### src/rtl/fsia_pkg.sv
`default_nettype none
// ----------------------------------------------------------------------------
// fsia_pkg
// Shared types and constants for the floor-semantics integer ALU.
// ----------------------------------------------------------------------------
package fsia_pkg;

    localparam int DataWidth = 64;
    localparam int CntWidth  = $clog2(DataWidth + 1);
    localparam int QueueDepth = 2;

    typedef enum logic [3:0] {
        OP_ADD  = 4'd0,
        OP_SUB  = 4'd1,
        OP_MUL  = 4'd2,
        OP_DIV  = 4'd3,
        OP_MOD  = 4'd4,
        OP_POW  = 4'd5,
        OP_NEG  = 4'd6,
        OP_LT   = 4'd7,
        OP_LE   = 4'd8,
        OP_GT   = 4'd9,
        OP_GE   = 4'd10,
        OP_EQ   = 4'd11,
        OP_NE   = 4'd12
    } op_t;

    typedef enum logic [1:0] {
        ST_OK      = 2'd0,
        ST_ZERODIV = 2'd1,
        ST_NEGEXP  = 2'd2
    } status_t;

    // Work class decided by the front end
    typedef enum logic [1:0] {
        CLS_DONE = 2'd0,
        CLS_MUL  = 2'd1,
        CLS_DIV  = 2'd2,
        CLS_POW  = 2'd3
    } cls_t;

    // One classified request as it travels through the queue
    typedef struct packed {
        cls_t                  cls;
        logic                  want_mod;
        logic [DataWidth-1:0]  a;
        logic [DataWidth-1:0]  b;
        logic [DataWidth-1:0]  value;
        status_t               status;
    } req_t;

    typedef enum logic [2:0] {
        BK_IDLE,
        BK_MUL,
        BK_DIV,
        BK_DIVFIX,
        BK_POW_MUL,
        BK_POW_SQ,
        BK_DONE
    } bk_state_t;

endpackage : fsia_pkg
`default_nettype wire

### src/rtl/fsia_back.sv
`default_nettype none
// ----------------------------------------------------------------------------
// fsia_back
// Execution unit: 32x32 partial-product multiplier, bit-serial divider,
// square-and-multiply power loop sharing the multiplier.
// ----------------------------------------------------------------------------
module fsia_back
    import fsia_pkg::*;
(
    input  wire logic                 clk,
    input  wire logic                 rst_n,
    input  wire logic                 empty,
    input  req_t                      req,
    output logic                      pop,
    output logic                      done,
    output logic [DataWidth-1:0]      value,
    output logic [1:0]                status
);

    localparam int HalfWidth = (DataWidth + 1) / 2;
    localparam int ProdWidth = 2 * HalfWidth;

    bk_state_t               state_reg;
    bk_state_t               state_next;

    // Multiplier sequencer: three partial products, one per cycle
    logic [1:0]              mstep_reg;
    logic [DataWidth-1:0]    mx_reg;
    logic [DataWidth-1:0]    my_reg;
    logic [DataWidth-1:0]    macc_reg;
    logic [HalfWidth-1:0]    pp_x;
    logic [HalfWidth-1:0]    pp_y;
    logic [ProdWidth-1:0]    pp;
    logic [ProdWidth+DataWidth-1:0] pp_ext;
    logic [ProdWidth+DataWidth-1:0] pp_shift;

    // Divider
    logic [DataWidth-1:0]    dq_reg;
    logic [DataWidth-1:0]    drem_reg;
    logic [DataWidth-1:0]    dden_reg;
    logic                    aneg_reg;
    logic                    bneg_reg;
    logic                    want_mod_reg;
    logic [DataWidth-1:0]    b_orig_reg;
    logic [CntWidth-1:0]     cnt_reg;
    logic [DataWidth:0]      trial;
    logic [DataWidth:0]      shifted;

    // Power
    logic [DataWidth-1:0]    base_reg;
    logic [DataWidth-1:0]    exp_reg;
    logic [DataWidth-1:0]    pacc_reg;

    logic [DataWidth-1:0]    res_reg;
    logic [1:0]              st_reg;
    logic                    mul_last;
    logic [DataWidth-1:0]    mul_out;
    logic [DataWidth-1:0]    q_fix;
    logic [DataWidth-1:0]    r_fix;

    // Pick one 32x32 partial product per step
    always_comb
    begin
        unique case (mstep_reg)
            2'd0:    begin pp_x = mx_reg[HalfWidth-1:0]; pp_y = my_reg[HalfWidth-1:0]; end
            2'd1:    begin pp_x = HalfWidth'(mx_reg >> HalfWidth);
                           pp_y = my_reg[HalfWidth-1:0]; end
            default: begin pp_x = mx_reg[HalfWidth-1:0];
                           pp_y = HalfWidth'(my_reg >> HalfWidth); end
        endcase
    end

    assign pp       = pp_x * pp_y;
    assign pp_ext   = (ProdWidth+DataWidth)'(pp);
    assign pp_shift = (mstep_reg == 2'd0) ? pp_ext : (pp_ext << HalfWidth);
    assign mul_out  = macc_reg + pp_shift[DataWidth-1:0];
    assign mul_last = (mstep_reg == 2'd2);

    assign shifted  = {drem_reg, dq_reg[DataWidth-1]};
    assign trial    = shifted - {1'b0, dden_reg};

    // Floor correction of the truncated quotient and remainder
    always_comb
    begin
        logic [DataWidth-1:0] tq;
        logic [DataWidth-1:0] tr;
        tq = (aneg_reg != bneg_reg) ? ('0 - dq_reg) : dq_reg;
        tr = aneg_reg ? ('0 - drem_reg) : drem_reg;
        if (drem_reg != '0 && aneg_reg != bneg_reg)
        begin
            tq = tq - 1'b1;
            tr = tr + b_orig_reg;
        end
        q_fix = tq;
        r_fix = tr;
    end

    // Next state
    always_comb
    begin
        state_next = state_reg;
        unique case (state_reg)
            BK_IDLE:
            begin
                if (!empty)
                begin
                    unique case (req.cls)
                        CLS_MUL:  state_next = BK_MUL;
                        CLS_DIV:  state_next = BK_DIV;
                        CLS_POW:  state_next = BK_POW_MUL;
                        default:  state_next = BK_DONE;
                    endcase
                end
            end
            BK_MUL:     if (mul_last) state_next = BK_DONE;
            BK_DIV:     if (cnt_reg == CntWidth'(1)) state_next = BK_DIVFIX;
            BK_DIVFIX:  state_next = BK_DONE;
            BK_POW_MUL:
            begin
                if (exp_reg == '0)
                    state_next = BK_DONE;
                else if (!exp_reg[0] || mul_last)
                    state_next = BK_POW_SQ;
            end
            BK_POW_SQ:  if (mul_last) state_next = BK_POW_MUL;
            BK_DONE:    state_next = BK_IDLE;
            default:    state_next = BK_IDLE;
        endcase
    end

    // Outputs
    always_comb
    begin
        pop    = (state_reg == BK_IDLE) && !empty;
        done   = (state_reg == BK_DONE);
        value  = res_reg;
        status = st_reg;
    end

    always_ff @(posedge clk or negedge rst_n)
    begin
        if (!rst_n)
            state_reg <= BK_IDLE;
        else
            state_reg <= state_next;
    end

    // Datapath
    always_ff @(posedge clk)
    begin
        unique case (state_reg)
            BK_IDLE:
            begin
                // Power starts with accumulator times base, i.e. 1 * a
                mstep_reg    <= 2'd0;
                macc_reg     <= '0;
                mx_reg       <= (req.cls == CLS_POW) ? DataWidth'(1) : req.a;
                my_reg       <= (req.cls == CLS_POW) ? req.a : req.b;
                res_reg      <= req.value;
                st_reg       <= req.status;
                want_mod_reg <= req.want_mod;
                aneg_reg     <= req.a[DataWidth-1];
                bneg_reg     <= req.b[DataWidth-1];
                b_orig_reg   <= req.b;
                dq_reg       <= req.a[DataWidth-1] ? ('0 - req.a) : req.a;
                dden_reg     <= req.b[DataWidth-1] ? ('0 - req.b) : req.b;
                drem_reg     <= '0;
                cnt_reg      <= CntWidth'(DataWidth);
                base_reg     <= req.a;
                exp_reg      <= req.b;
                pacc_reg     <= DataWidth'(1);
            end
            BK_MUL:
            begin
                macc_reg  <= mul_out;
                mstep_reg <= mstep_reg + 2'd1;
                if (mul_last)
                    res_reg <= mul_out;
            end
            BK_DIV:
            begin
                if (!trial[DataWidth])
                begin
                    drem_reg <= trial[DataWidth-1:0];
                    dq_reg   <= {dq_reg[DataWidth-2:0], 1'b1};
                end
                else
                begin
                    drem_reg <= shifted[DataWidth-1:0];
                    dq_reg   <= {dq_reg[DataWidth-2:0], 1'b0};
                end
                cnt_reg <= cnt_reg - 1'b1;
            end
            BK_DIVFIX:
                res_reg <= want_mod_reg ? r_fix : q_fix;
            BK_POW_MUL:
            begin
                if (exp_reg == '0)
                    res_reg <= pacc_reg;
                else if (!exp_reg[0])
                begin
                    // Skip the multiply, set up the square
                    mx_reg    <= base_reg;
                    my_reg    <= base_reg;
                    macc_reg  <= '0;
                    mstep_reg <= 2'd0;
                end
                else if (mul_last)
                begin
                    pacc_reg  <= mul_out;
                    mx_reg    <= base_reg;
                    my_reg    <= base_reg;
                    macc_reg  <= '0;
                    mstep_reg <= 2'd0;
                end
                else
                begin
                    macc_reg  <= mul_out;
                    mstep_reg <= mstep_reg + 2'd1;
                end
            end
            BK_POW_SQ:
            begin
                if (mul_last)
                begin
                    base_reg  <= mul_out;
                    exp_reg   <= exp_reg >> 1;
                    macc_reg  <= '0;
                    mstep_reg <= 2'd0;
                    mx_reg    <= pacc_reg;
                    my_reg    <= mul_out;
                end
                else
                begin
                    macc_reg  <= mul_out;
                    mstep_reg <= mstep_reg + 2'd1;
                end
            end
            default: ;
        endcase
    end

endmodule : fsia_back
`default_nettype wire

### config.mk
export PLATFORM = sky130hd
export DESIGN_NAME = fsia_back
export DESIGN_NICKNAME = d
export VERILOG_FILES = /design/src/rtl/fsia_pkg.sv /design/src/rtl/fsia_back.sv
export SDC_FILE = /design/constraint.sdc
export NUM_CORES = 2
export LEC_CHECK = 0
export BUFFER_PORTS_ARGS = -buffer_cell sky130_fd_sc_hd__buf_2
export CAP_MARGIN = 20
export CORE_ASPECT_RATIO = 2
export CORE_MARGIN = 2
export CORE_UTILIZATION = 35
export DETAILED_ROUTE_END_ITERATION = 10
export SYNTH_ARGS = -nofsm -noshare
export SYNTH_HDL_FRONTEND = slang
export SYNTH_SLANG_ARGS = --single-unit
### constraint.sdc
create_clock -name clk -period 15.26 [get_ports clk]
set_input_delay 2.289 -clock clk [delete_from_list [all_inputs] [get_ports clk]]
set_output_delay 2.289 -clock clk [all_outputs]
set_load 0.03 [all_outputs]
==> results.yml <==
status:
  status: "finished, violations left"
  violations: "design-rule violations"
cts:
  clock_path_buffers: 3
  h-tree-depth: 3
  worstSkewPairLatency_ns: 0.72
  cts_tree: "built"
  cts_buffers: 66
  clk_pin_slew_ns: 0.08
  root_buffer: "clkbuf_16"
  cts_sinks: 719
global_routing:
  grt.overflow.total: 0
  antenna_found_initial: 113
  track_usage_pct: 33.8
  grt_pass1_wl_um: 569000
  grt_pass1_vias: 76180
  grt_max_degree: 147
logic_synthesis:
  synth_top_area_cell: "edfxtp_1"
  yosys-top-cells-count: "1059 x nor2_1, 1000 x inv_1, 981 x nand2_1, 899 x fa_1, 716 x edfxtp_1"
  seq_area_frac_synth_pct: 25.8
  synthArstFlopShare_pct: 0.417
  yosysWarnings: 0
  synth_fp_nets: 10701
  synth.area.top_cells: "edfxtp_1 26%, fa_1 22%, ha_1 7.1%, nor2_1 4.8%, inv_1 4.5%"
  synth_most_common_cell: "nor2_1"
  synth_seq_cells: 719
  synth_edf_count: 716
  avgSynthCellArea_sq_um: 9.15
  netlist_instances: 9131
  synth_top_cell_area_share_pct: 25.7
  synth.distinct_cells: 95
  synthesis.area_sq_mm: 0.0836
  ys.flop_type: "edfxtp_1"
sta:
  rsz0062_at_grt: "no"
  setup_viol: 0
  max_freq_ghz: 0.0667
  tightest_slew_ns: 1.26
  finalHoldViolations: 0
  drv_slew: 0
  skew_ns: 0.0366
  fin_crit_sh_pct: 98.2
  fin_crit_ns: 14.99
  relSlewSlack_pct: 15.7
finish:
  regArea_sq_mm: 0.0216
  fillers: 23915
  nNetsFinal: 10763
  multiInputGateArea_sq_mm: 0.0569
  fin_util_pct: 38.6
  drive_gt1_share_pct: 9.82
  area_delta_synth_final_pct: 9.78
drt:
  wl_per_cell_um: 33.2
  via_per_inst: 5.95
  route.detailed.drc: 4
  drt_iter0_drc: 6734
  routed_wl_um: 411000
  routed-via-count: 73683
  first_pass_iters: 11
  ant_nets: 0
setup_path:
  cpPeakStageDelay_ns: 0.89
  critPathKind: "flop to flop"
  startpoint_type: "flop"
  arrival_ns: 15.39
  worstPathRequired_ns: 15.66
  critical-path-slowest-cell: "mux2_2"
  path_max_fanout: 34
  cp_common_cell: "fa_1"
  setup.worst_path.end_class: "flop"
floorplan:
  ios: 268
  dieArea_sq_mm: 0.243
  start_util_pct: 35.2
  core_sq_mm: 0.237
  die_h_um: 695
  die_x_um: 350
  rows: 253
placement:
  hpwl_um: 332000
  place.gp.congestion: 1.24
  port_buffers: 267
min_path:
  min_path_type: "flop to flop"
run:
  cap_violations: 0
[logic make-up after synthesis]
logic type               count (synthesis)  share of synthesized area, %
flip-flops                             719                          25.8
XOR/XNOR                               539                          5.65
buffers and inverters                 1516                          6.83
AO/OA/AOI/OAI                         1787                          13.3
multiplexers                           348                          4.40
adder cells (fa/ha/maj)               1370                          28.6
AND/OR/NAND/NOR                       2852                          15.4
[worst max-delay path: cells and delay by family (launching register included)]
| kind | cells | cell delay, ns |
|---|---|---|
| AOI/OAI and AO/OA | 16 | 4.72 |
| xor gates and xnor gates | 1 | 0.42 |
| adders and majority gates | 11 | 5.62 |
| buffers and inverters | 5 | 1.01 |
| DFF | 1 | 0.42 |
| muxes | 1 | 0.89 |
| and+or+nand+nor | 6 | 1.49 |
[routing by layer]
layer / vias to the layer above / GRT usage, % / part of all wire (%)
met5: - / 0 / 0.058
met4: 36 / 35.2 / 13
met3: 1564 / 7.31 / 7.2
met2: 3994 / 59.4 / 50
met1: 36923 / 31.3 / 30
li1: 31166 / - / -
[through the flow]
stage	setup WS (ns)	TNS [ns]	hold WS, ns	std cells	area [sq um]
2_1_floorplan	2.40	0	0.509	9131	83600
3_3_place_gp	-0.430	-1.89	0.533	12154	89000
3_5_place_dp	-0.0152	-0.0236	0.534	12168	89100
4_1_cts	0.233	0	0.552	12287	91300
5_1_grt	0.102	0	0.591	12320	91600
6_report	0.269	0	0.562	12389	91700
[final timing paths]
kind	endpoint	slack, ns	cells past startpoint	from
min	value[45]	0.56	2	pacc_reg[45]
max in group asynchronous	state_reg[0]	13.59	1	rst_n
max	value[63]	0.27	40	mstep_reg[1]
min reg2reg	value[45]	0.56	2	pacc_reg[45]
min in group asynchronous	state_reg[0]	1.45	1	rst_n
max reg2reg	value[63]	0.27	40	mstep_reg[1]
[cells in the final DEF, fill, tap and decap left out, drive strengths merged, types with 192 or more instances in the layout]
cell    netlist  final
a21oi       419    419
xor2        192    192
edfxtp      716    716
o21ai       593    593
nand2       981    981
xnor2       347    347
buf          44    506
inv        1000   1008
mux2i       200    200
fa          899    899
ha          471    471
nor2       1060   1060
[area by class of cell]
| cell class | instances | area share (%) |
|---|---|---|
| Sequential cell | 719 | 23.5 |
| Tap cell | 3060 | 4.17 |
| Inverter | 1001 | 4.10 |
| Timing Repair Buffer | 509 | 3.59 |
| Clock buffer | 77 | 1.85 |
| Antenna cell | 85 | 0.232 |
| Multi-Input combinational cell | 6896 | 62.0 |
| Clock inverter | 42 | 0.513 |
[timing repair]
item                                    in CTS  in global routing
endpoints found under the setup margin       3                 18
buffers inserted                             0                  3
hold buffers                                 0                  0
gates resized for setup                      1                  4
Power is not shown: default switching activity piles up to over one toggle a cycle in this logic, so the estimate is an artifact.
