[config.mk]
export PLATFORM = sky130hd
export DESIGN_NAME = fsia_front
export DESIGN_NICKNAME = d
export VERILOG_FILES = /design/src/rtl/fsia_pkg.sv /design/src/rtl/fsia_front.sv
export SDC_FILE = /design/constraint.sdc
export NUM_CORES = 1
export LEC_CHECK = 0
export BUFFER_PORTS_ARGS = -buffer_cell sky130_fd_sc_hd__buf_4
export CAP_MARGIN = 20
export CORE_ASPECT_RATIO = 1.1
export CORE_MARGIN = 2
export CORE_UTILIZATION = 45
export DETAILED_ROUTE_END_ITERATION = 8
export PLACE_DENSITY_LB_ADDON = 0.25
export SKIP_LAST_GASP = 1
export SYNTH_ARGS = -nofsm -noshare
export SYNTH_HDL_FRONTEND = slang
export SYNTH_SLANG_ARGS = --single-unit
[constraint.sdc]
create_clock -name vclk -period 6.5
set_clock_uncertainty 0.05 [all_clocks]
set_input_delay 1.3 -clock vclk [all_inputs]
set_output_delay 1.3 -clock vclk [all_outputs]
set_load 0.01 [all_outputs]
[src/rtl/fsia_pkg.sv]
`default_nettype none
// ----------------------------------------------------------------------------
// fsia_pkg
// Shared types and constants for the floor-semantics integer ALU.
// ----------------------------------------------------------------------------
package fsia_pkg;

    localparam int DataWidth = 64;
    localparam int CntWidth  = $clog2(DataWidth + 1);
    localparam int QueueDepth = 2;

    typedef enum logic [3:0] {
        OP_ADD  = 4'd0,
        OP_SUB  = 4'd1,
        OP_MUL  = 4'd2,
        OP_DIV  = 4'd3,
        OP_MOD  = 4'd4,
        OP_POW  = 4'd5,
        OP_NEG  = 4'd6,
        OP_LT   = 4'd7,
        OP_LE   = 4'd8,
        OP_GT   = 4'd9,
        OP_GE   = 4'd10,
        OP_EQ   = 4'd11,
        OP_NE   = 4'd12
    } op_t;

    typedef enum logic [1:0] {
        ST_OK      = 2'd0,
        ST_ZERODIV = 2'd1,
        ST_NEGEXP  = 2'd2
    } status_t;

    // Work class decided by the front end
    typedef enum logic [1:0] {
        CLS_DONE = 2'd0,
        CLS_MUL  = 2'd1,
        CLS_DIV  = 2'd2,
        CLS_POW  = 2'd3
    } cls_t;

    // One classified request as it travels through the queue
    typedef struct packed {
        cls_t                  cls;
        logic                  want_mod;
        logic [DataWidth-1:0]  a;
        logic [DataWidth-1:0]  b;
        logic [DataWidth-1:0]  value;
        status_t               status;
    } req_t;

    typedef enum logic [2:0] {
        BK_IDLE,
        BK_MUL,
        BK_DIV,
        BK_DIVFIX,
        BK_POW_MUL,
        BK_POW_SQ,
        BK_DONE
    } bk_state_t;

endpackage : fsia_pkg
`default_nettype wire

[src/rtl/fsia_front.sv]
`default_nettype none
// ----------------------------------------------------------------------------
// fsia_front
// Classifies a request: finishes add, sub, neg, compares and error cases, and flags the rest.
// ----------------------------------------------------------------------------
module fsia_front
    import fsia_pkg::*;
(
    input  wire logic [3:0]           kind,
    input  wire logic [DataWidth-1:0] operand_a,
    input  wire logic [DataWidth-1:0] operand_b,
    output req_t                      req
);

    logic signed [DataWidth-1:0] sa;
    logic signed [DataWidth-1:0] sb;
    logic                        lt_ab;
    logic                        lt_ba;

    assign sa    = operand_a;
    assign sb    = operand_b;
    assign lt_ab = sa < sb;
    assign lt_ba = sb < sa;

    // Decode the operation
    always_comb
    begin
        req.cls      = CLS_DONE;
        req.want_mod = 1'b0;
        req.a        = operand_a;
        req.b        = operand_b;
        req.value    = '0;
        req.status   = ST_OK;
        unique case (kind)
            OP_ADD: req.value = operand_a + operand_b;
            OP_SUB: req.value = operand_a - operand_b;
            OP_MUL: req.cls = CLS_MUL;
            OP_DIV, OP_MOD:
            begin
                req.want_mod = (kind == OP_MOD);
                if (operand_b == '0)
                    req.status = ST_ZERODIV;
                else
                    req.cls = CLS_DIV;
            end
            OP_POW:
            begin
                if (operand_b[DataWidth-1])
                    req.status = ST_NEGEXP;
                else
                    req.cls = CLS_POW;
            end
            OP_NEG: req.value = '0 - operand_a;
            OP_LT:  req.value = DataWidth'(lt_ab);
            OP_LE:  req.value = DataWidth'(!lt_ba);
            OP_GT:  req.value = DataWidth'(lt_ba);
            OP_GE:  req.value = DataWidth'(!lt_ab);
            OP_EQ:  req.value = DataWidth'(operand_a == operand_b);
            OP_NE:  req.value = DataWidth'(operand_a != operand_b);
            default: req.value = '0;
        endcase
    end

endmodule : fsia_front
`default_nettype wire

==> flow_metrics.tcl, run 1 <==
set metrics [dict create \
    ys_seq_area_share_pct 0 \
    postCtsHoldBufs 0 \
    crit_required_ps 5150 \
    dp_hpwl_um 48000 \
    antenna_cells 0 \
    syn_avg_cell_area_um2 6.45 \
    design.seq.count 0 \
    core_area_mm2 0.0271 \
    layout_setup_ws_ps 99.0 \
    stdcell_area_mm2 0.0152 \
    ant_nets 0 \
    ys_warn_count 0 \
    p_comb_share_pct 100.0 \
    tns_ps 0 \
    final-hold-violation-count 0 \
    hp-class "input pin to output port" \
    setup_viol 0 \
    drive_gt1_share_pct 23.5 \
    post-cts-setup-buffers 0 \
    status "finished clean" \
    switchingPower_w 0.000821 \
    critPathCaptureType "output port" \
    p_sw_share_pct 59.4 \
    initial_core_util_pct 45.9 \
    grt_max_degree 61 \
    crit_type "input pin to output port" \
    synth_nets 2257 \
    startpoint "operand_a[0]" \
    grt.total_usage_pct 37.3 \
    seqCellArea_um2 0 \
    p_per_area_mw_per_mm2 90.8 \
    overflow 0 \
    seq_power_share_pct 0 \
    relSlewSlack_pct 22.6 \
    period_needed_ps 6400 \
    wl_per_cell_um 22.3 \
    slew_viol_final 0 \
    start_kind "input pin" \
    maxCapViolCount 0 \
    die_x_um 163 \
    grt_pass1_wl_um 85100 \
    worst_slew_pin_slew_ps 1150 \
    fin_nets 2520 \
    whs_ps 2750 \
    grt_pass1_vias 14673 \
    ys_types 78 \
    drt_iter0_markers 1393 \
    ctsResizeCount 0 \
    yosysTopAreaCell "ha_1" \
    dr_total_vias 15531 \
    cp.arrival_ps 5050 \
    worstPathMaxFanout 5 \
    dpl_cell_area_mm2 0.0152 \
    die_y_um 178 \
    synthCells 1931 \
    gp_congestion 1.06 \
    antenna_found_initial 0 \
    numPlacedInstances 2549 \
    rsz0062_at_grt "yes" \
    viasPerCell 6.09 \
    drc 0 \
    power.internal_w 0.000561 \
    clockPowerShare_pct 0 \
    ir_drop_uv 39.2 \
    stdcell_count 2549 \
    synth_top_cell_area_share_pct 19.3 \
    p_leak_nw 7.26 \
    io_pins 329 \
    place_ws_ps 23.2 \
    num-clock-buffers 0 \
    totalWireLength_um 56800 \
    period_share_pct 98.5 \
    dieArea_mm2 0.0290 \
    area_growth_pct 22.3 \
    num_rows 63 \
    drt_pre_antenna_iters 8 \
    synthTopCellsByArea "ha_1 (19%), a21oi_1 (8.3%), buf_4 (7.7%)" \
    fmax_mhz 156 \
    synth_area_mm2 0.0125 \
    port_buffers 329 \
    crit_end "req[50]" \
]
-- power by group through the flow --
stage	clock network (W)	registers, W	logic, W
after detailed placement	0	0	0.00134
after global routing	0	0	0.00149
after global placement	0	0	0.00134
after floorplan	0	0	0.000804
final	0	0	0.00138
after CTS	0	0	0.00135
-- worst min-delay path by stage --
stage | startpoint | end | slack (ps) | cells after the start
2_1_floorplan | operand_b[34] | req[100] | 2640 | 1
3_3_place_gp | operand_a[3] | req[133] | 2750 | 2
3_5_place_dp | operand_a[3] | req[133] | 2760 | 2
4_1_cts | operand_a[3] | req[133] | 2760 | 2
5_1_grt | operand_a[3] | req[133] | 2760 | 2
6_report | operand_a[3] | req[133] | 2750 | 2
-- metrics by stage --
stage / util (%) / total power, W
after floorplan: - / 0.000804
after detailed placement: 56.0 / 0.00134
after global placement: 56.0 / 0.00134
final: 56.2 / 0.00138
after global routing: 56.2 / 0.00149
after CTS: 56.0 / 0.00135
-- layout make-up --
cell class	instances	area, um2
fill	2844	11900
multi-input combinational	1515	10400
inverter	197	739
tap	357	447
timing repair buffer	480	3600
-- cell families (layout without fill, tap and decap cells) --
kind of cell / Yosys count / after routing / share of synthesized area [%]
simple gates: 571 / 571 / 23.4
buf+inv: 416 / 677 / 16.5
mux: 16 / 16 / 1.29
fa+ha+maj: 194 / 194 / 19.6
compound gates: 619 / 619 / 31.1
xor+xnor: 115 / 115 / 8.09
-- synthesized netlist by cell type (6+ instances only) --
cell type	number
a21oi_1	207
inv_1	195
ha_1	192
nor2_1	145
buf_4	128
o21ai_0	112
nand2_1	109
xnor2_1	103
clkbuf_1	72
nor4_1	61
nor3_1	58
o22ai_1	54
o21bai_1	44
nand4_1	39
nand3_1	38
a21o_1	31
o31ai_1	30
nor2b_1	22
a31oi_1	18
or4_1	18
or3_1	17
mux2i_1	16
nand2b_1	14
o21a_1	14
a211oi_1	13
o211ai_1	13
xor2_1	12
or2_2	11
and3_1	10
buf_1	10
buf_2	8
a311oi_1	7
o31a_1	7
and2_1	6
-- routing by layer --
layer | vias up | global-route usage, % | routed length (um)
met3 | 148 | 2.42 | 3850
met1 | 7273 | 46.9 | 23200
met4 | 0 | 17.6 | 3030
li1 | 7334 | - | -
met5 | - | 0 | 0
met2 | 776 | 65.0 | 26700
-- cell usage in the layout (no fill, tap or decap), types with 5 or more instances in the layout --
master and n:
buf_4 480, a21oi_1 206, inv_1 195, ha_1 191, nor2_1 145, o21ai_0 112, nand2_1 109, xnor2_1 103
nor4_1 61, nor3_1 58, o22ai_1 54, o21bai_1 44, nand4_1 39, nand3_1 38, a21o_1 31, o31ai_1 29
nor2b_1 22, or4_1 18, a31oi_1 17, or3_1 16, mux2i_1 16, nand2b_1 14, o21a_1 14, a211oi_1 13
o211ai_1 13, xor2_1 12, or2_2 11, and3_1 10, o31a_1 7, a311oi_1 7, and2_1 6, a21boi_0 5
a41oi_1 5, o221ai_1 5, a211o_1 5
-- critical path: stages --
cell	delay, ps
buf_4	130
inv_1	100
ha_1	170
inv_1	60
fa_1	390
a21o_1	180
a21o_1	190
a311oi_1	280
buf_4	190
o21a_1	180
o31a_1	250
o21ai_0	170
a21oi_1	370
o21ai_0	230
a211oi_1	240
buf_4	170
xnor2_1	140
o22ai_1	120
buf_4	180
No activity file was read; power rests on OpenSTA's default activity.
==> inputs of run 2 (changes only) <==
- clock period: 6.5 -> 6.32 ns (I/O delays scaled with it)
==> flow_metrics.tcl, run 2 (synthesized netlist as in run 1, its figures left out) <==
set metrics [dict create \
    dieArea_mm2 0.0290 \
    antenna_found_initial 1 \
    antenna_cells 0 \
    drc 0 \
    ant_nets 0 \
    switchingPower_w 0.000846 \
    grt_max_degree 53 \
    status "finished clean" \
    p_comb_share_pct 100.0 \
    fin_util_pct 57.0 \
    dpl_cell_area_mm2 0.0154 \
    power.internal_w 0.000593 \
    worstPathMaxFanout 9 \
    wl_per_cell_um 22.1 \
    grt.total_usage_pct 37.3 \
    rsz0062_at_grt "yes" \
    initial_core_util_pct 45.9 \
    crit_type "input pin to output port" \
    layout_common_cells "buf_4 (505), a21oi_1 (207), inv_1 (195)" \
    hp-class "input pin to output port" \
    drive_gt1_share_pct 24.5 \
    layout_commonest_cell "buf_4" \
    p_sw_share_pct 58.8 \
    io_pins 329 \
    area_growth_pct 24.0 \
    postCtsHoldBufs 0 \
    port_buffers 329 \
    period_share_pct 98.5 \
    clockPowerShare_pct 0 \
    maxCapViolCount 0 \
    worst_slew_pin_slew_ps 994 \
    grt_pass1_wl_um 84800 \
    num-clock-buffers 0 \
    die_x_um 163 \
    gp_congestion 1.03 \
    viasPerCell 6.02 \
    num_rows 63 \
    fmax_mhz 161 \
    multi_input_area_mm2 0.0105 \
    overflow 0 \
    core_area_mm2 0.0271 \
    period_needed_ps 6230 \
    drt_pre_antenna_iters 6 \
    total_power_w 0.00144 \
    dp_hpwl_um 48100 \
    grt_pass1_vias 14799 \
    start_kind "input pin" \
    post-cts-setup-buffers 0 \
    slew_viol_final 0 \
    fill_cells 2798 \
    ir_drop_uv 43.6 \
    seqCellArea_um2 0 \
    cp.arrival_ps 4910 \
    relSlewSlack_pct 33.2 \
    design.seq.count 0 \
    numPlacedInstances 2574 \
    final-hold-violation-count 0 \
    drt_iter0_markers 1257 \
    seq_power_share_pct 0 \
    stdcell_count 2574 \
    die_y_um 178 \
    critPathCaptureType "output port" \
    setup_viol 0 \
    totalWireLength_um 56800 \
    crit_required_ps 5010 \
    p_leak_nw 7.40 \
    p_per_area_mw_per_mm2 93.1 \
    stdcell_area_mm2 0.0154 \
    dr_total_vias 15484 \
    fin_nets 2545 \
]
## run 2: timing repair
action	4_1_cts	5_1_grt
endpoints found under the setup margin	2	15
resized for setup	5	10
cloned	0	0
pin swaps	0	6
## run 2: metrics by stage
stage | setup WS, ps | setup TNS (ps) | hold slack [ps]
CTS | 7.69 | 0 | 2680
global placement | -121 | -121 | 2680
floorplan | 656 | 0 | 2570
finish | 94.2 | 0 | 2680
global route | -93.2 | -123 | 2690
detailed placement | -156 | -239 | 2680
## run 2: critical path, stage by stage
cell and delay [ps]:
buf_4 80, inv_1 40, ha_1 420, nor4_2 340, buf_4 150, and3_1 180
buf_4 130, o2111ai_1 190, a2111oi_2 460, buf_4 220, o21ai_0 110, buf_4 180
o21ai_0 240, buf_4 160, a22o_1 160, nor2_1 60, a41oi_1 200, o41ai_2 150
buf_4 170
## run 2: power groups by stage
stage / Sequential, W / Clock (W) / Combinational [W]
after floorplan: 0 / 0 / 0.000827
after global placement: 0 / 0 / 0.00139
after detailed placement: 0 / 0 / 0.00140
after CTS: 0 / 0 / 0.00141
after global routing: 0 / 0 / 0.00154
final: 0 / 0 / 0.00144
## run 2: routing by layer
layer	part of all wire (%)	vias to the layer above	GRT usage, %	wire length (um)
met4	5.4	0	17.2	3090
met1	40	7276	45.0	22900
met2	48	692	66.1	27100
li1	-	7370	-	-
met5	0	-	0	0
met3	6.6	146	4.23	3760
## run 2: cell type report
type | count | share of cell area [%]
timing repair buffer | 505 | 24.5
multi-input combinational | 1515 | 67.8
tap | 357 | 2.89
inverter | 197 | 4.79
## run 2: final timing paths
kind	slack, ps	endpoint	cells past startpoint	startpoint
max	90	req[65]	19	operand_a[14]
min	2680	req[133]	2	operand_a[3]
==> inputs of run 3 (changes only) <==
- CORE_MARGIN: 2 -> unset
==> flow_metrics.tcl, run 3 (synthesized netlist as in run 1, its figures left out) <==
set metrics [dict create \
    die_x_um 161 \
    grt_pass1_wl_um 82900 \
    total_power_w 0.00142 \
    cp.depth 15 \
    drt_iter0_markers 1146 \
    cp_slowest_cell "o2111ai_1" \
    relSlewSlack_pct 25.4 \
    io_pins 329 \
    period_share_pct 98.8 \
    period_needed_ps 6240 \
    area_growth_pct 22.9 \
    drc 0 \
    ir_drop_uv 42.6 \
    worstPathCellList "buf_4, ha_1, inv_1, a221oi_1, buf_4, nand2_1, o2111ai_1, a21oi_1, o21ai_1, a31oi_2, a41o_1, a21boi_0, nor4_1, o31ai_1, buf_4" \
    place_ws_ps -5.12 \
    p_per_area_mw_per_mm2 92.7 \
    cp.arrival_ps 4930 \
    maxCapViolCount 0 \
    p_leak_nw 7.29 \
    core_area_mm2 0.0271 \
    final-hold-violation-count 0 \
    drive_gt1_share_pct 23.9 \
    setup_viol 0 \
    gp_congestion 1.04 \
    grt_max_degree 55 \
    crit_required_ps 5010 \
    critPathMaxStageDelay_ps 460 \
    status "finished clean" \
    dp_hpwl_um 46600 \
    worstPathMaxFanout 6 \
    antenna_found_initial 1 \
    stdcell_area_mm2 0.0153 \
    cp_top_family "compound AO/OA/AOI/OAI gates" \
    seqCellArea_um2 0 \
    hp-class "input pin to output port" \
    dr_total_vias 15489 \
    overflow 0 \
    die_y_um 176 \
    fill_cells 2808 \
    dpl_cell_area_mm2 0.0152 \
    grt.total_usage_pct 37.1 \
    num-clock-buffers 0 \
    fmax_mhz 160 \
    crit_buf_inv 4 \
    wl_per_cell_um 21.6 \
    fin_nets 2523 \
    grt_pass1_vias 14609 \
    layout_common_cells "buf_4 (483), a21oi_1 (206), inv_1 (195)" \
    rsz0062_at_grt "yes" \
    viasPerCell 6.07 \
    drt_pre_antenna_iters 6 \
    crit_path_frequent_cell "buf_4" \
    critPathCaptureType "output port" \
    multi_input_area_mm2 0.0105 \
    start_kind "input pin" \
    crit_type "input pin to output port" \
    layout_commonest_cell "buf_4" \
    startpoint "operand_b[9]" \
    port_buffers 329 \
    tns_ps 0 \
    num_rows 63 \
    slew_viol_final 0 \
    initial_core_util_pct 45.9 \
    layout_setup_ws_ps 78.7 \
    dieArea_mm2 0.0283 \
    ant_nets 0 \
    totalWireLength_um 55200 \
    fin_util_pct 56.4 \
    worst_slew_pin_slew_ps 1120 \
    crit_end "req[63]" \
    design.seq.count 0 \
]
-- run 3: final cells by class --
cell class | instances | area share (%)
inverters | 197 | 4.83
diodes | 1 | 0.0164
well taps | 357 | 2.92
repair buffers | 483 | 23.7
multi-input cells | 1515 | 68.5
-- run 3: how the worst min path moves through the flow --
stage	to	slack, ps	start	cells after the start
after floorplan	req[100]	2570	operand_b[34]	1
after global placement	req[82]	2690	operand_b[16]	2
after detailed placement	req[111]	2700	operand_b[45]	2
after CTS	req[111]	2700	operand_b[45]	2
after global routing	req[177]	2700	operand_a[47]	2
final	req[111]	2700	operand_b[45]	2
-- run 3: where the power goes --
group          leakage, nW      internal, W  switching [W]
registers                0                0              0
logic                 7.29         0.000582       0.000837
clock network   0.00000634  0.0000000000212              0
total                 7.29         0.000582       0.000837
-- run 3: per-stage QoR --
step / hold WS [ps] / instances
6_report: 2700 / 2553
3_5_place_dp: 2700 / 2552
5_1_grt: 2700 / 2553
3_3_place_gp: 2690 / 2552
4_1_cts: 2700 / 2552
2_1_floorplan: 2570 / 1931
-- run 3: repair_timing --
item	in CTS	in global routing
pin swaps	0	5
setup buffers	0	0
gates cloned	0	0
gates resized for setup	2	18
hold buffers	0	0
endpoints found under the setup margin	2	14
-- run 3: per-layer routing --
metal	share of wire (%)	GRT usage, %	up-vias
li1	-	-	7330
met1	40	45.4	7269
met2	47	64.9	746
met3	6.8	2.77	144
met4	5.5	18.9	0
met5	0	0	-
