===== config.mk =====
export PLATFORM = sky130hd
export DESIGN_NAME = fsia_queue
export DESIGN_NICKNAME = d
export VERILOG_FILES = /design/src/rtl/fsia_pkg.sv /design/src/rtl/fsia_queue.sv
export SDC_FILE = /design/constraint.sdc
export NUM_CORES = 1
export LEC_CHECK = 0
export BUFFER_PORTS_ARGS = -buffer_cell sky130_fd_sc_hd__buf_4
export CORE_MARGIN = 2
export CORE_UTILIZATION = 53
export CTS_CLUSTER_SIZE = 25
export DETAILED_ROUTE_END_ITERATION = 8
export PLACE_DENSITY = 0.8
export SLEW_MARGIN = 20
export SYNTH_ARGS = -nofsm -noshare
export SYNTH_HDL_FRONTEND = slang
export SYNTH_SLANG_ARGS = --single-unit

===== constraint.sdc =====
create_clock -name clk -period 17.5 [get_ports clk]
set_clock_uncertainty 0.15 [all_clocks]
set_input_delay 2.625 -clock clk [delete_from_list [all_inputs] [get_ports clk]]
set_output_delay 2.625 -clock clk [all_outputs]
set_load 0.05 [all_outputs]

===== src/rtl/fsia_pkg.sv =====
`default_nettype none
// ----------------------------------------------------------------------------
// fsia_pkg
// Shared types and constants for the floor-semantics integer ALU.
// ----------------------------------------------------------------------------
package fsia_pkg;

    localparam int DataWidth = 64;
    localparam int CntWidth  = $clog2(DataWidth + 1);
    localparam int QueueDepth = 2;

    typedef enum logic [3:0] {
        OP_ADD  = 4'd0,
        OP_SUB  = 4'd1,
        OP_MUL  = 4'd2,
        OP_DIV  = 4'd3,
        OP_MOD  = 4'd4,
        OP_POW  = 4'd5,
        OP_NEG  = 4'd6,
        OP_LT   = 4'd7,
        OP_LE   = 4'd8,
        OP_GT   = 4'd9,
        OP_GE   = 4'd10,
        OP_EQ   = 4'd11,
        OP_NE   = 4'd12
    } op_t;

    typedef enum logic [1:0] {
        ST_OK      = 2'd0,
        ST_ZERODIV = 2'd1,
        ST_NEGEXP  = 2'd2
    } status_t;

    // Work class decided by the front end
    typedef enum logic [1:0] {
        CLS_DONE = 2'd0,
        CLS_MUL  = 2'd1,
        CLS_DIV  = 2'd2,
        CLS_POW  = 2'd3
    } cls_t;

    // One classified request as it travels through the queue
    typedef struct packed {
        cls_t                  cls;
        logic                  want_mod;
        logic [DataWidth-1:0]  a;
        logic [DataWidth-1:0]  b;
        logic [DataWidth-1:0]  value;
        status_t               status;
    } req_t;

    typedef enum logic [2:0] {
        BK_IDLE,
        BK_MUL,
        BK_DIV,
        BK_DIVFIX,
        BK_POW_MUL,
        BK_POW_SQ,
        BK_DONE
    } bk_state_t;

endpackage : fsia_pkg
`default_nettype wire


===== src/rtl/fsia_queue.sv =====
`default_nettype none
// ----------------------------------------------------------------------------
// fsia_queue
// Two-entry request queue between front end and execution unit.
// ----------------------------------------------------------------------------
module fsia_queue
    import fsia_pkg::*;
(
    input  wire logic clk,
    input  wire logic rst_n,
    input  wire logic push,
    input  req_t      push_data,
    output logic      full,
    input  wire logic pop,
    output logic      empty,
    output req_t      pop_data
);

    localparam int PtrWidth = $clog2(QueueDepth);

    req_t                 mem [QueueDepth];
    logic [PtrWidth-1:0]  wr_ptr_reg;
    logic [PtrWidth-1:0]  rd_ptr_reg;
    logic [PtrWidth:0]    count_reg;

    assign full     = (count_reg == (PtrWidth+1)'(QueueDepth));
    assign empty    = (count_reg == '0);
    assign pop_data = mem[rd_ptr_reg];

    // Store entries
    always_ff @(posedge clk)
    begin
        if (push)
            mem[wr_ptr_reg] <= push_data;
    end

    // Advance pointers
    always_ff @(posedge clk or negedge rst_n)
    begin
        if (!rst_n)
        begin
            wr_ptr_reg <= '0;
            rd_ptr_reg <= '0;
            count_reg  <= '0;
        end
        else
        begin
            if (push)
                wr_ptr_reg <= wr_ptr_reg + 1'b1;
            if (pop)
                rd_ptr_reg <= rd_ptr_reg + 1'b1;
            if (push && !pop)
                count_reg <= count_reg + 1'b1;
            else if (pop && !push)
                count_reg <= count_reg - 1'b1;
        end
    end

endmodule : fsia_queue
`default_nettype wire


==> flow_summary.ini, run 1 <==
[floorplan]
die_area_sq_mm = 0.0293
boundaryPins = 400
die_width_um = 171
die_y_um = 171
floorplan.core_area_sq_mm = 0.0276
num_rows = 61
initial_core_util = 0.536

[clocking]
cts.repair.resized = 0
cts_hold_repair.buffers = 0
cts_tree = built
htreeDepth = 2
cts.path.max_buffers = 3
postCtsSetupBuffers = 0
cts_num_sinks = 398
ctsRootBufferMaster = sky130_fd_sc_hd__clkbuf_16
clk_pin_slew_ps = 60
number_of_clock_buffers_inserted_by_tritoncts = 39
clk_latency_worst_skew_pair_ps = 510

[critical_path]
r2r-end = mem[0][74]
timing.reg2reg.setup_slack_ps = 15020
max_stage_delay_ps = 820
critPathSlowestCell = sky130_fd_sc_hd__dfrtp_4
worstPathCellList = buf_4 > buf_4 > mux2_4 > buf_4
crit_path_start_kind = flop
reg2regPathDepth = 2
worstPathArrival_ps = 3690
required_ps = 14730
worstSetupEndpointType = output port
critical-path-top-cell-by-count = sky130_fd_sc_hd__buf_4
worstPathBufferInverterCount = 3
rr_startpoint = wr_ptr_reg
critical_path_class = flop to output port
crit_fanout = 70
cpLargestDelayFamily = buffers and inverters

[synth]
synthMuxAreaShare = 0.175
yosysWarnings = 0
syn_inst = 629
synthDistinctLibCells = 13
mappedNetlistNets = 831
synth-seq-cells = 398
synthSimpleGateAreaFrac = 0.00177
mappedNetlistArea_sq_mm = 0.0148
yosys.area_share.adder = 0.000844
synth.yosys.seq_area_share = 0.805
synth_top_area_share = 0.798
share_of_the_synthesized_area_in_compound_gates_ao_oa_aoi_oai = 0
synth_xor_area_frac = 0.00296
synthTopCellsByArea = sky130_fd_sc_hd__edfxtp_1 (80%), sky130_fd_sc_hd__mux2_4 (10%), sky130_fd_sc_hd__mux2_2 (7.3%)
yosys.area.top_type = sky130_fd_sc_hd__edfxtp_1
dominant_combinational_cell_family_by_area_after_synthesis = multiplexers
per_instance_average_area_after_synthesis_sq_um = 23.6

[sta]
fin_tns_setup_ps = 0
timing.slew.headroom = 0.304
timing.final.crit_share = 0.369
finalWorstPathRequiredPeriod_ps = 6460
grt_setup_unrepaired = no
hold_viol_final = 0
final-max-slew-violation-count = 0
transition_time_at_the_pin_with_the_least_slew_margin_ps = 1040
setup_viol_count_final = 0
fmax_ghz = 0.155

[layout]
largest_register_ffs = 394
drive_above_1_share = 0.606
final_nets = 1257
synthesis_to_finish_area_growth_pct = 30.7
finalCoreUtilization = 0.701

[power_and_ir_drop]
internal-power_uw = 2270
power.share.switching = 0.389
power.switching_uw = 1450
cellPowerDensity_mw_per_mm2 = 192
seq_power_share = 0.359
comb_power_share = 0.433
vdd_drop_max_mv = 0.152
total_leakage_power_uw = 0.00754
share_clk_of_total_power = 0.208

[placement]
last_weighted_congestion_value_of_the_routability_driven_placer = 0.750
place.detailed.hpwl_mm = 21.0
port-buffer-count = 399

[detailed_routing]
drt-initial-drc-count = 602
routed_wirelength_mm = 30.8
postRouteAntennaNets = 0
drc = 0
route.vias.total = 7424
wl_per_instance_um = 21.1
firstDrtPassIters = 4
route.detailed.vias_per_inst = 5.07

[worst_hold_path]
holdCritStartpoint = count_reg[1]
worstHoldPathCells = 1
whs_endpoint = count_reg[1]
hp-class = flop to flop

[global_route]
globalRouteOverflowTotal = 0
grt_start_max_net_pins = 84
first_global_vias = 7563
grt_usage = 0.200
grt_first_pass_wirelength_mm = 43.5
antenna_found_initial = 1

[job]
drv.max_cap_violation_count = 0

[status]
status = finished clean
## Yosys cell counts, drive strengths merged
cell and count:
and2 1, buf 22, edfxtp 394, nor2b 2
mux2 197, ha 1, inv 1, dfrtp 4
xor2 4, nor2 2, xnor2 1
## power groups by stage
stage / sequential [uW] / combinational (uW) / clock (uW)
3_3_place_gp: 1350 / 1600 / 0
4_1_cts: 1340 / 1620 / 791
3_5_place_dp: 1350 / 1620 / 0
2_1_floorplan: 1370 / 1230 / 0
5_1_grt: 1350 / 1670 / 829
6_report: 1330 / 1610 / 773
## cell type report
type | instances | area (sq um)
diodes | 1 | 2.50
clock buffers | 55 | 1090
clock inverters | 15 | 96.3
fillers | 1752 | 8260
inverters | 1 | 3.75
multi-input cells | 208 | 2690
flip-flops and latches | 398 | 11900
well taps | 378 | 473
repair buffers | 407 | 3080
## worst max-delay path by stage
stage,startpoint,end,slack [ps],depth (start not counted)
finish,rd_ptr_reg,pop_data[131],11040,4
CTS,rd_ptr_reg,pop_data[51],11040,4
global placement,rd_ptr_reg,pop_data[136],11630,4
global route,rd_ptr_reg,pop_data[149],10880,4
detailed placement,rd_ptr_reg,pop_data[138],11600,4
floorplan,push,mem[0][0],5450,1
## metrics by stage
step / instances / setup WS, ps / total power, uW / cell area [sq um] / hold WS [ps]
CTS: 1462 / 11040 / 3750 / 19400 / 348
detailed placement: 1392 / 11600 / 2970 / 18200 / 330
global placement: 1391 / 11630 / 2950 / 18100 / 329
finish: 1463 / 11040 / 3720 / 19400 / 352
floorplan: 629 / 5450 / 2600 / 14800 / 305
global route: 1462 / 10880 / 3850 / 19400 / 393
## logic make-up (layout without fill, tap and decap cells)
logic type / count (synthesis) / in the layout
buf+inv: 23 / 478
other cells: 0 / 1
fa+ha+maj: 1 / 1
mux: 197 / 197
xor+xnor: 5 / 5
simple gates: 5 / 5
flops: 398 / 398
## per-layer routing
layer / track usage / share of wire
met1: 0.228 / 0.36
met2: 0.347 / 0.51
met3: 0.0693 / 0.096
met4: 0.0807 / 0.033
met5: 0 / 0
## placed cells by master (no fill, tap or decap), drive strengths merged
cell        n
buf       407
edfxtp    394
mux2      197
clkbuf     55
clkinv     12
xor2        4
dfrtp       4
nor2        2
clkinvlp    2
nor2b       2
diode       1
inv         1
and2        1
xnor2       1
ha          1
bufinv      1
No activity file was read; power rests on OpenSTA's default activity.
==> run 2, diff against run 1 <==
--- a/config.mk
+++ b/config.mk
@@ -5,12 +5,13 @@
 export SDC_FILE = /design/constraint.sdc
 export NUM_CORES = 1
 export LEC_CHECK = 0
+export ABC_AREA = 1
 export BUFFER_PORTS_ARGS = -buffer_cell sky130_fd_sc_hd__buf_4
 export CORE_MARGIN = 2
-export CORE_UTILIZATION = 53
+export CORE_UTILIZATION = 47
 export CTS_CLUSTER_SIZE = 25
 export DETAILED_ROUTE_END_ITERATION = 8
-export PLACE_DENSITY = 0.8
+export PLACE_DENSITY = 0.75
 export SLEW_MARGIN = 20
 export SYNTH_ARGS = -nofsm -noshare
 export SYNTH_HDL_FRONTEND = slang
==> constraint.sdc (replaced) <==
create_clock -name clk -period 5.9 [get_ports clk]
set_clock_uncertainty 0.15 [all_clocks]
set_input_delay 0.885 -clock clk [delete_from_list [all_inputs] [get_ports clk]]
set_output_delay 0.885 -clock clk [all_outputs]
set_load 0.05 [all_outputs]
==> run 2 against run 1 <==
Net effect:
- total power rose to 3.0 times the previous value
- count of clock-buffer cells in the layout decreased by 5
- clock power grew to 3.1 times the previous value
- routed wire length down 3.7%
- combinational power increased to 3.0 times the previous value
- synthesized area increased by 0.14%
==> flow_summary.ini, run 2 <==
[clocking]
clk_latency_worst_skew_pair_ps = 520
cts.path.max_buffers = 3
clk_pin_slew_ps = 60
cts_tree = built
cts.repair.resized = 0
ctsRootBufferMaster = sky130_fd_sc_hd__clkbuf_16
htreeDepth = 2
cts_num_sinks = 398
number_of_clock_buffers_inserted_by_tritoncts = 41

[critical_path]
required_ps = 4870
crit_path_start_kind = flop
critical_path_class = flop to output port
worstSetupEndpointType = output port
critPathSlowestCell = sky130_fd_sc_hd__dfrtp_4
max_stage_delay_ps = 810
worstPathArrival_ps = 2670
critical-path-top-cell-by-count = sky130_fd_sc_hd__buf_12
worstPathCellList = buf_12 > buf_12 > mux2_2 > buf_4
crit_fanout = 52

[detailed_routing]
postRouteAntennaNets = 0
route.detailed.vias_per_inst = 4.95
firstDrtPassIters = 4
wl_per_instance_um = 19.7
routed_wirelength_mm = 29.7
drc = 0
drt-initial-drc-count = 306
route.vias.total = 7442

[power_and_ir_drop]
total_leakage_power_uw = 0.00763
cellPowerDensity_mw_per_mm2 = 569
vdd_drop_max_mv = 0.395

[synth]
ys.flop_type = sky130_fd_sc_hd__edfxtp_1
synthTopCellsByArea = sky130_fd_sc_hd__edfxtp_1 (80%), sky130_fd_sc_hd__mux2_4 (10%), sky130_fd_sc_hd__mux2_2 (7.3%)
synth.yosys.seq_area_share = 0.804
yosys.area.top_type = sky130_fd_sc_hd__edfxtp_1
synthDistinctLibCells = 14
yosysWarnings = 0
synth-seq-cells = 398
mappedNetlistArea_sq_mm = 0.0148
netlist_top_cells_count = sky130_fd_sc_hd__edfxtp_1 (394), sky130_fd_sc_hd__mux2_4 (101), sky130_fd_sc_hd__mux2_2 (96)
synth_most_common_cell = sky130_fd_sc_hd__edfxtp_1
per_instance_average_area_after_synthesis_sq_um = 23.3
postSynth.asyncResetShare = 0.0101
synth_top_area_share = 0.797
syn_inst = 638
synth_edf_count = 394
mappedNetlistNets = 840

[worst_hold_path]
hp-class = input port to flop

[floorplan]
die_y_um = 182
die_width_um = 182
die_area_sq_mm = 0.0330
num_rows = 65
boundaryPins = 400
floorplan.core_area_sq_mm = 0.0313
initial_core_util = 0.474

[sta]
grt_setup_unrepaired = no
timing.slew.headroom = 0.389
fmax_ghz = 0.270
finalWorstPathRequiredPeriod_ps = 3700
setup_viol_count_final = 0
hold_viol_final = 0
final-max-slew-violation-count = 0
timing.final.crit_share = 0.627
transition_time_at_the_pin_with_the_least_slew_margin_ps = 917
fin_tns_setup_ps = 0

[layout]
drive_above_1_share = 0.606
finalNonFillerCells = 1504
most_common_cell_after_layout_fill_and_taps_aside = sky130_fd_sc_hd__buf_4
fillerInstances = 2229
largest_register_ffs = 394
synthesis_to_finish_area_growth_pct = 31.6
mostFrequentLayoutCells = sky130_fd_sc_hd__buf_4 (403), sky130_fd_sc_hd__edfxtp_1 (394), sky130_fd_sc_hd__mux2_4 (101)
final_nets = 1269

[global_route]
grt_first_pass_wirelength_mm = 43.8
antenna_found_initial = 3
grt_start_max_net_pins = 132
first_global_vias = 7629
grt_usage = 0.173
globalRouteOverflowTotal = 0

[status]
status = finished clean

[job]
drv.max_cap_violation_count = 0

[placement]
port-buffer-count = 399
place.detailed.hpwl_mm = 19.6
total_instance_count_after_detailed_placement = 1424
last_weighted_congestion_value_of_the_routability_driven_placer = 0.747
## run 2: worst paths after layout
path | start | endpoint | slack, ps | cells past startpoint
worst max-delay path | rd_ptr_reg | pop_data[30] | 2200 | 4
worst min-delay path | push_data[176] | mem[0][176] | 390 | 1
worst max register to register | wr_ptr_reg | mem[1][64] | 3440 | 3
worst min register to register | wr_ptr_reg | wr_ptr_reg | 400 | 1
max in group asynchronous | rst_n | rd_ptr_reg | 4900 | 2
min in group asynchronous | rst_n | rd_ptr_reg | 580 | 2
## run 2: final cells by class
cell class	count	area (sq um)	share of cell area
Antenna cell	3	7.51	0.000384
Clock buffer	50	1100	0.0564
Clock inverter	25	153	0.00781
Inverter	7	33.8	0.00173
Multi-Input combinational cell	211	2690	0.137
Sequential cell	398	11900	0.611
Tap cell	402	503	0.0257
Timing Repair Buffer	408	3120	0.159
## run 2: layer usage
layer  GRT usage  part of all wire  up-vias  routed length [um]
met5           0                 0        -                   0
met4      0.0663             0.030        0                 877
met3      0.0620             0.096       59                2860
met2       0.299              0.50      315               14700
met1       0.198              0.38     3662               11200
li1            -                 -     3406                   -
## run 2: what timing repair did
| action | in CTS | in global routing |
|---|---|---|
| setup endpoints to repair | 0 | 0 |
| hold buffers | 1 | 0 |
| buffers inserted | 0 | 0 |
| endpoints found under the hold margin | 4 | 0 |
## run 2: worst max-delay path, delay by kind of cell, from the launching register on
family | cells | cell delay [ps]
DFF | 1 | 810
buffers and inverters | 3 | 860
muxes | 1 | 410
## run 2: cell families (layout without fill, tap and decap cells)
family,Yosys count,in the layout,synth area share
fa+ha+maj,1,1,0.000843
other cells,0,3,0
flops,398,398,0.804
buf+inv,29,490,0.0155
mux,197,197,0.175
xor+xnor,3,3,0.00177
simple gates,10,10,0.00278
## run 2: power breakdown
part | leakage [uW] | total (uW) | switching, uW | internal, uW
combinational | 0.00326 | 4800 | 3150 | 1660
clock | 0.000622 | 2380 | 1010 | 1370
sequential | 0.00374 | 3930 | 178 | 3760
total | 0.00763 | 11100 | 4340 | 6790
## run 2: per-stage QoR
stage / area, sq um / setup slack [ps] / utilization / total power (uW) / hold WS (ps)
2_1_floorplan: 14800 / 456 / - / 7620 / 313
3_3_place_gp: 18200 / 2620 / 0.583 / 8780 / 334
3_5_place_dp: 18200 / 2600 / 0.583 / 8830 / 385
4_1_cts: 19500 / 2030 / 0.623 / 11200 / 360
5_1_grt: 19500 / 2070 / 0.624 / 11500 / 365
6_report: 19500 / 2200 / 0.624 / 11100 / 393
==> run 3, diff against run 2 <==
--- a/config.mk
+++ b/config.mk
@@ -8,10 +8,10 @@
 export ABC_AREA = 1
 export BUFFER_PORTS_ARGS = -buffer_cell sky130_fd_sc_hd__buf_4
 export CORE_MARGIN = 2
-export CORE_UTILIZATION = 47
+export CORE_UTILIZATION = 52
 export CTS_CLUSTER_SIZE = 25
 export DETAILED_ROUTE_END_ITERATION = 8
-export PLACE_DENSITY = 0.75
+export PLACE_DENSITY = 0.79
 export SLEW_MARGIN = 20
 export SYNTH_ARGS = -nofsm -noshare
 export SYNTH_HDL_FRONTEND = slang
==> constraint.sdc (replaced) <==
create_clock -name clk -period 3.6 [get_ports clk]
set_clock_uncertainty 0.15 [all_clocks]
set_input_delay 0.54 -clock clk [delete_from_list [all_inputs] [get_ports clk]]
set_output_delay 0.54 -clock clk [all_outputs]
set_load 0.05 [all_outputs]
==> run 3 against run 2 <==
Net effect:
- total power is 67% higher
- sequential share of layout area is 0.45 points lower
- sequential cell count stayed put
- die area is 9.4% lower
- critical path depth is 1 lower
- worst hold slack worse by 340 ps
- routed wire length is 2.7% higher
- cell count is 1.8% lower
- cell area is 0.74% higher
- sequential power is 64% higher
- register-to-register slack worse by 1900 ps
- critical endpoint is now pop_data[7]
==> flow_summary.ini, run 3 (same netlist as run 2, synthesis figures left out) <==
[floorplan]
boundaryPins = 400
num_rows = 61
floorplan.core_area_sq_mm = 0.0279
die_width_um = 173
initial_core_util = 0.531
die_y_um = 173
die_area_sq_mm = 0.0299

[critical_path]
required_ps = 2910
worstPathArrival_ps = 2290
worstSetupEndpointType = output port
critical_path_class = flop to output port
crit_path_start_kind = flop
crit_fanout = 63

[global_route]
grt_use_met1 = 0.221
grt_start_max_net_pins = 99
grt-busiest-layer = met2
grt_first_pass_wirelength_mm = 44.9
antenna_found_initial = 1
globalRouteOverflowTotal = 0
use_met3 = 0.0662
first_global_vias = 7846
grtUsageMet2 = 0.348
grt_usage = 0.197

[detailed_routing]
wl_per_instance_um = 20.6
routed_wirelength_mm = 30.5
postRouteAntennaNets = 0
drt-initial-drc-count = 450
firstDrtPassIters = 5
drc = 0
route.vias.total = 7573
route.detailed.vias_per_inst = 5.13

[power_and_ir_drop]
total_leakage_power_uw = 0.00769
cellPowerDensity_mw_per_mm2 = 943
vdd_drop_max_mv = 0.756
total_power_uw = 18600

[layout]
fillerInstances = 1766
drive_above_1_share = 0.610
finish.instance_area_sq_mm = 0.0197
largest_register_ffs = 394
most_common_cell_after_layout_fill_and_taps_aside = sky130_fd_sc_hd__buf_4
final_nets = 1274
ff_latch_area_sq_mm = 0.0119
finalNonFillerCells = 1477
multi_input_comb_area_sq_mm = 0.00270
synthesis_to_finish_area_growth_pct = 32.6
mostFrequentLayoutCells = sky130_fd_sc_hd__buf_4 (404), sky130_fd_sc_hd__edfxtp_1 (394), sky130_fd_sc_hd__mux2_4 (101)

[clocking]
clk_latency_worst_skew_pair_ps = 500
postCtsSetupBuffers = 0
htreeDepth = 2
ctsRootBufferMaster = sky130_fd_sc_hd__clkbuf_16
number_of_clock_buffers_inserted_by_tritoncts = 40
cts_num_sinks = 398
clk_pin_slew_ps = 60
cts_tree = built
cts.path.max_buffers = 3

[status]
status = finished clean

[sta]
final-max-slew-violation-count = 0
hold_viol_final = 0
setup_viol_count_final = 0
timing.final.crit_share = 0.827
grt_setup_unrepaired = no
finalWorstPathRequiredPeriod_ps = 2980
transition_time_at_the_pin_with_the_least_slew_margin_ps = 603
fmax_ghz = 0.336
fin_tns_setup_ps = 0
worst_hold_margin_ps = 50.5
timing.slew.headroom = 0.597

[placement]
total_instance_count_after_detailed_placement = 1407
last_weighted_congestion_value_of_the_routability_driven_placer = 0.766
postPlaceCellArea_sq_mm = 0.0184
port-buffer-count = 399
place.detailed.hpwl_mm = 20.7

[worst_hold_path]
hp-class = input port to flop

[job]
drv.max_cap_violation_count = 0
## run 3: changes by cell type in the layout (fill, tap and decap cells not counted), sizes merged
cell,change
bufinv,+5
inv,-2
buf,+6
diode,-1
clkinv,-9
clkbuf,-3
clkinvlp,+1
## run 3: critical path, stage by stage (launching register included)
cell and delay [ps]:
sky130_fd_sc_hd__dfrtp_4 690, sky130_fd_sc_hd__buf_12 430, sky130_fd_sc_hd__mux2_2 400, sky130_fd_sc_hd__buf_4 190
## run 3: area by class of cell
type	count	share of cell area
flip-flops and latches	398	0.606
repair buffers	414	0.164
multi-input cells	211	0.137
clock buffers	47	0.0533
well taps	378	0.0240
clock inverters	20	0.0128
inverters	7	0.00216
diodes	2	0.000254
## run 3: repair_timing
action,CTS,global route
gates resized for setup,0,0
hold endpoints to repair,4,0
hold buffers,1,0
## run 3: through the flow
stage	util	worst slack, ps
after floorplan	-	-457
after global placement	0.657	1160
after detailed placement	0.657	1140
after CTS	0.704	586
after global routing	0.704	537
final	0.705	622
## run 3: path summary, 6_finish.rpt
check / slack, ps / depth (start not counted) / end / startpoint
min in group asynchronous: 230 / 2 / count_reg[1] / rst_n
min reg2reg: 370 / 2 / count_reg[1] / count_reg[1]
min: 50 / 1 / mem[0][167] / push_data[167]
max reg2reg: 1560 / 3 / mem[1][26] / wr_ptr_reg
max: 620 / 3 / pop_data[7] / rd_ptr_reg
max in group asynchronous: 2950 / 2 / rd_ptr_reg / rst_n
## run 3: report_power, final
part | switching [uW] | internal, uW | total (uW) | leakage, uW
sequential | 282 | 6150 | 6430 | 0.00374
clock | 1590 | 2500 | 4090 | 0.000632
combinational | 5240 | 2810 | 8040 | 0.00331
## run 3: routing by layer
| metal | wire length (um) | up-vias | share of wire |
|---|---|---|---|
| met3 | 2930 | 56 | 0.096 |
| met4 | 954 | 0 | 0.031 |
| met5 | 0 | - | 0 |
| li1 | - | 3396 | - |
| met2 | 15600 | 358 | 0.51 |
| met1 | 11000 | 3763 | 0.36 |
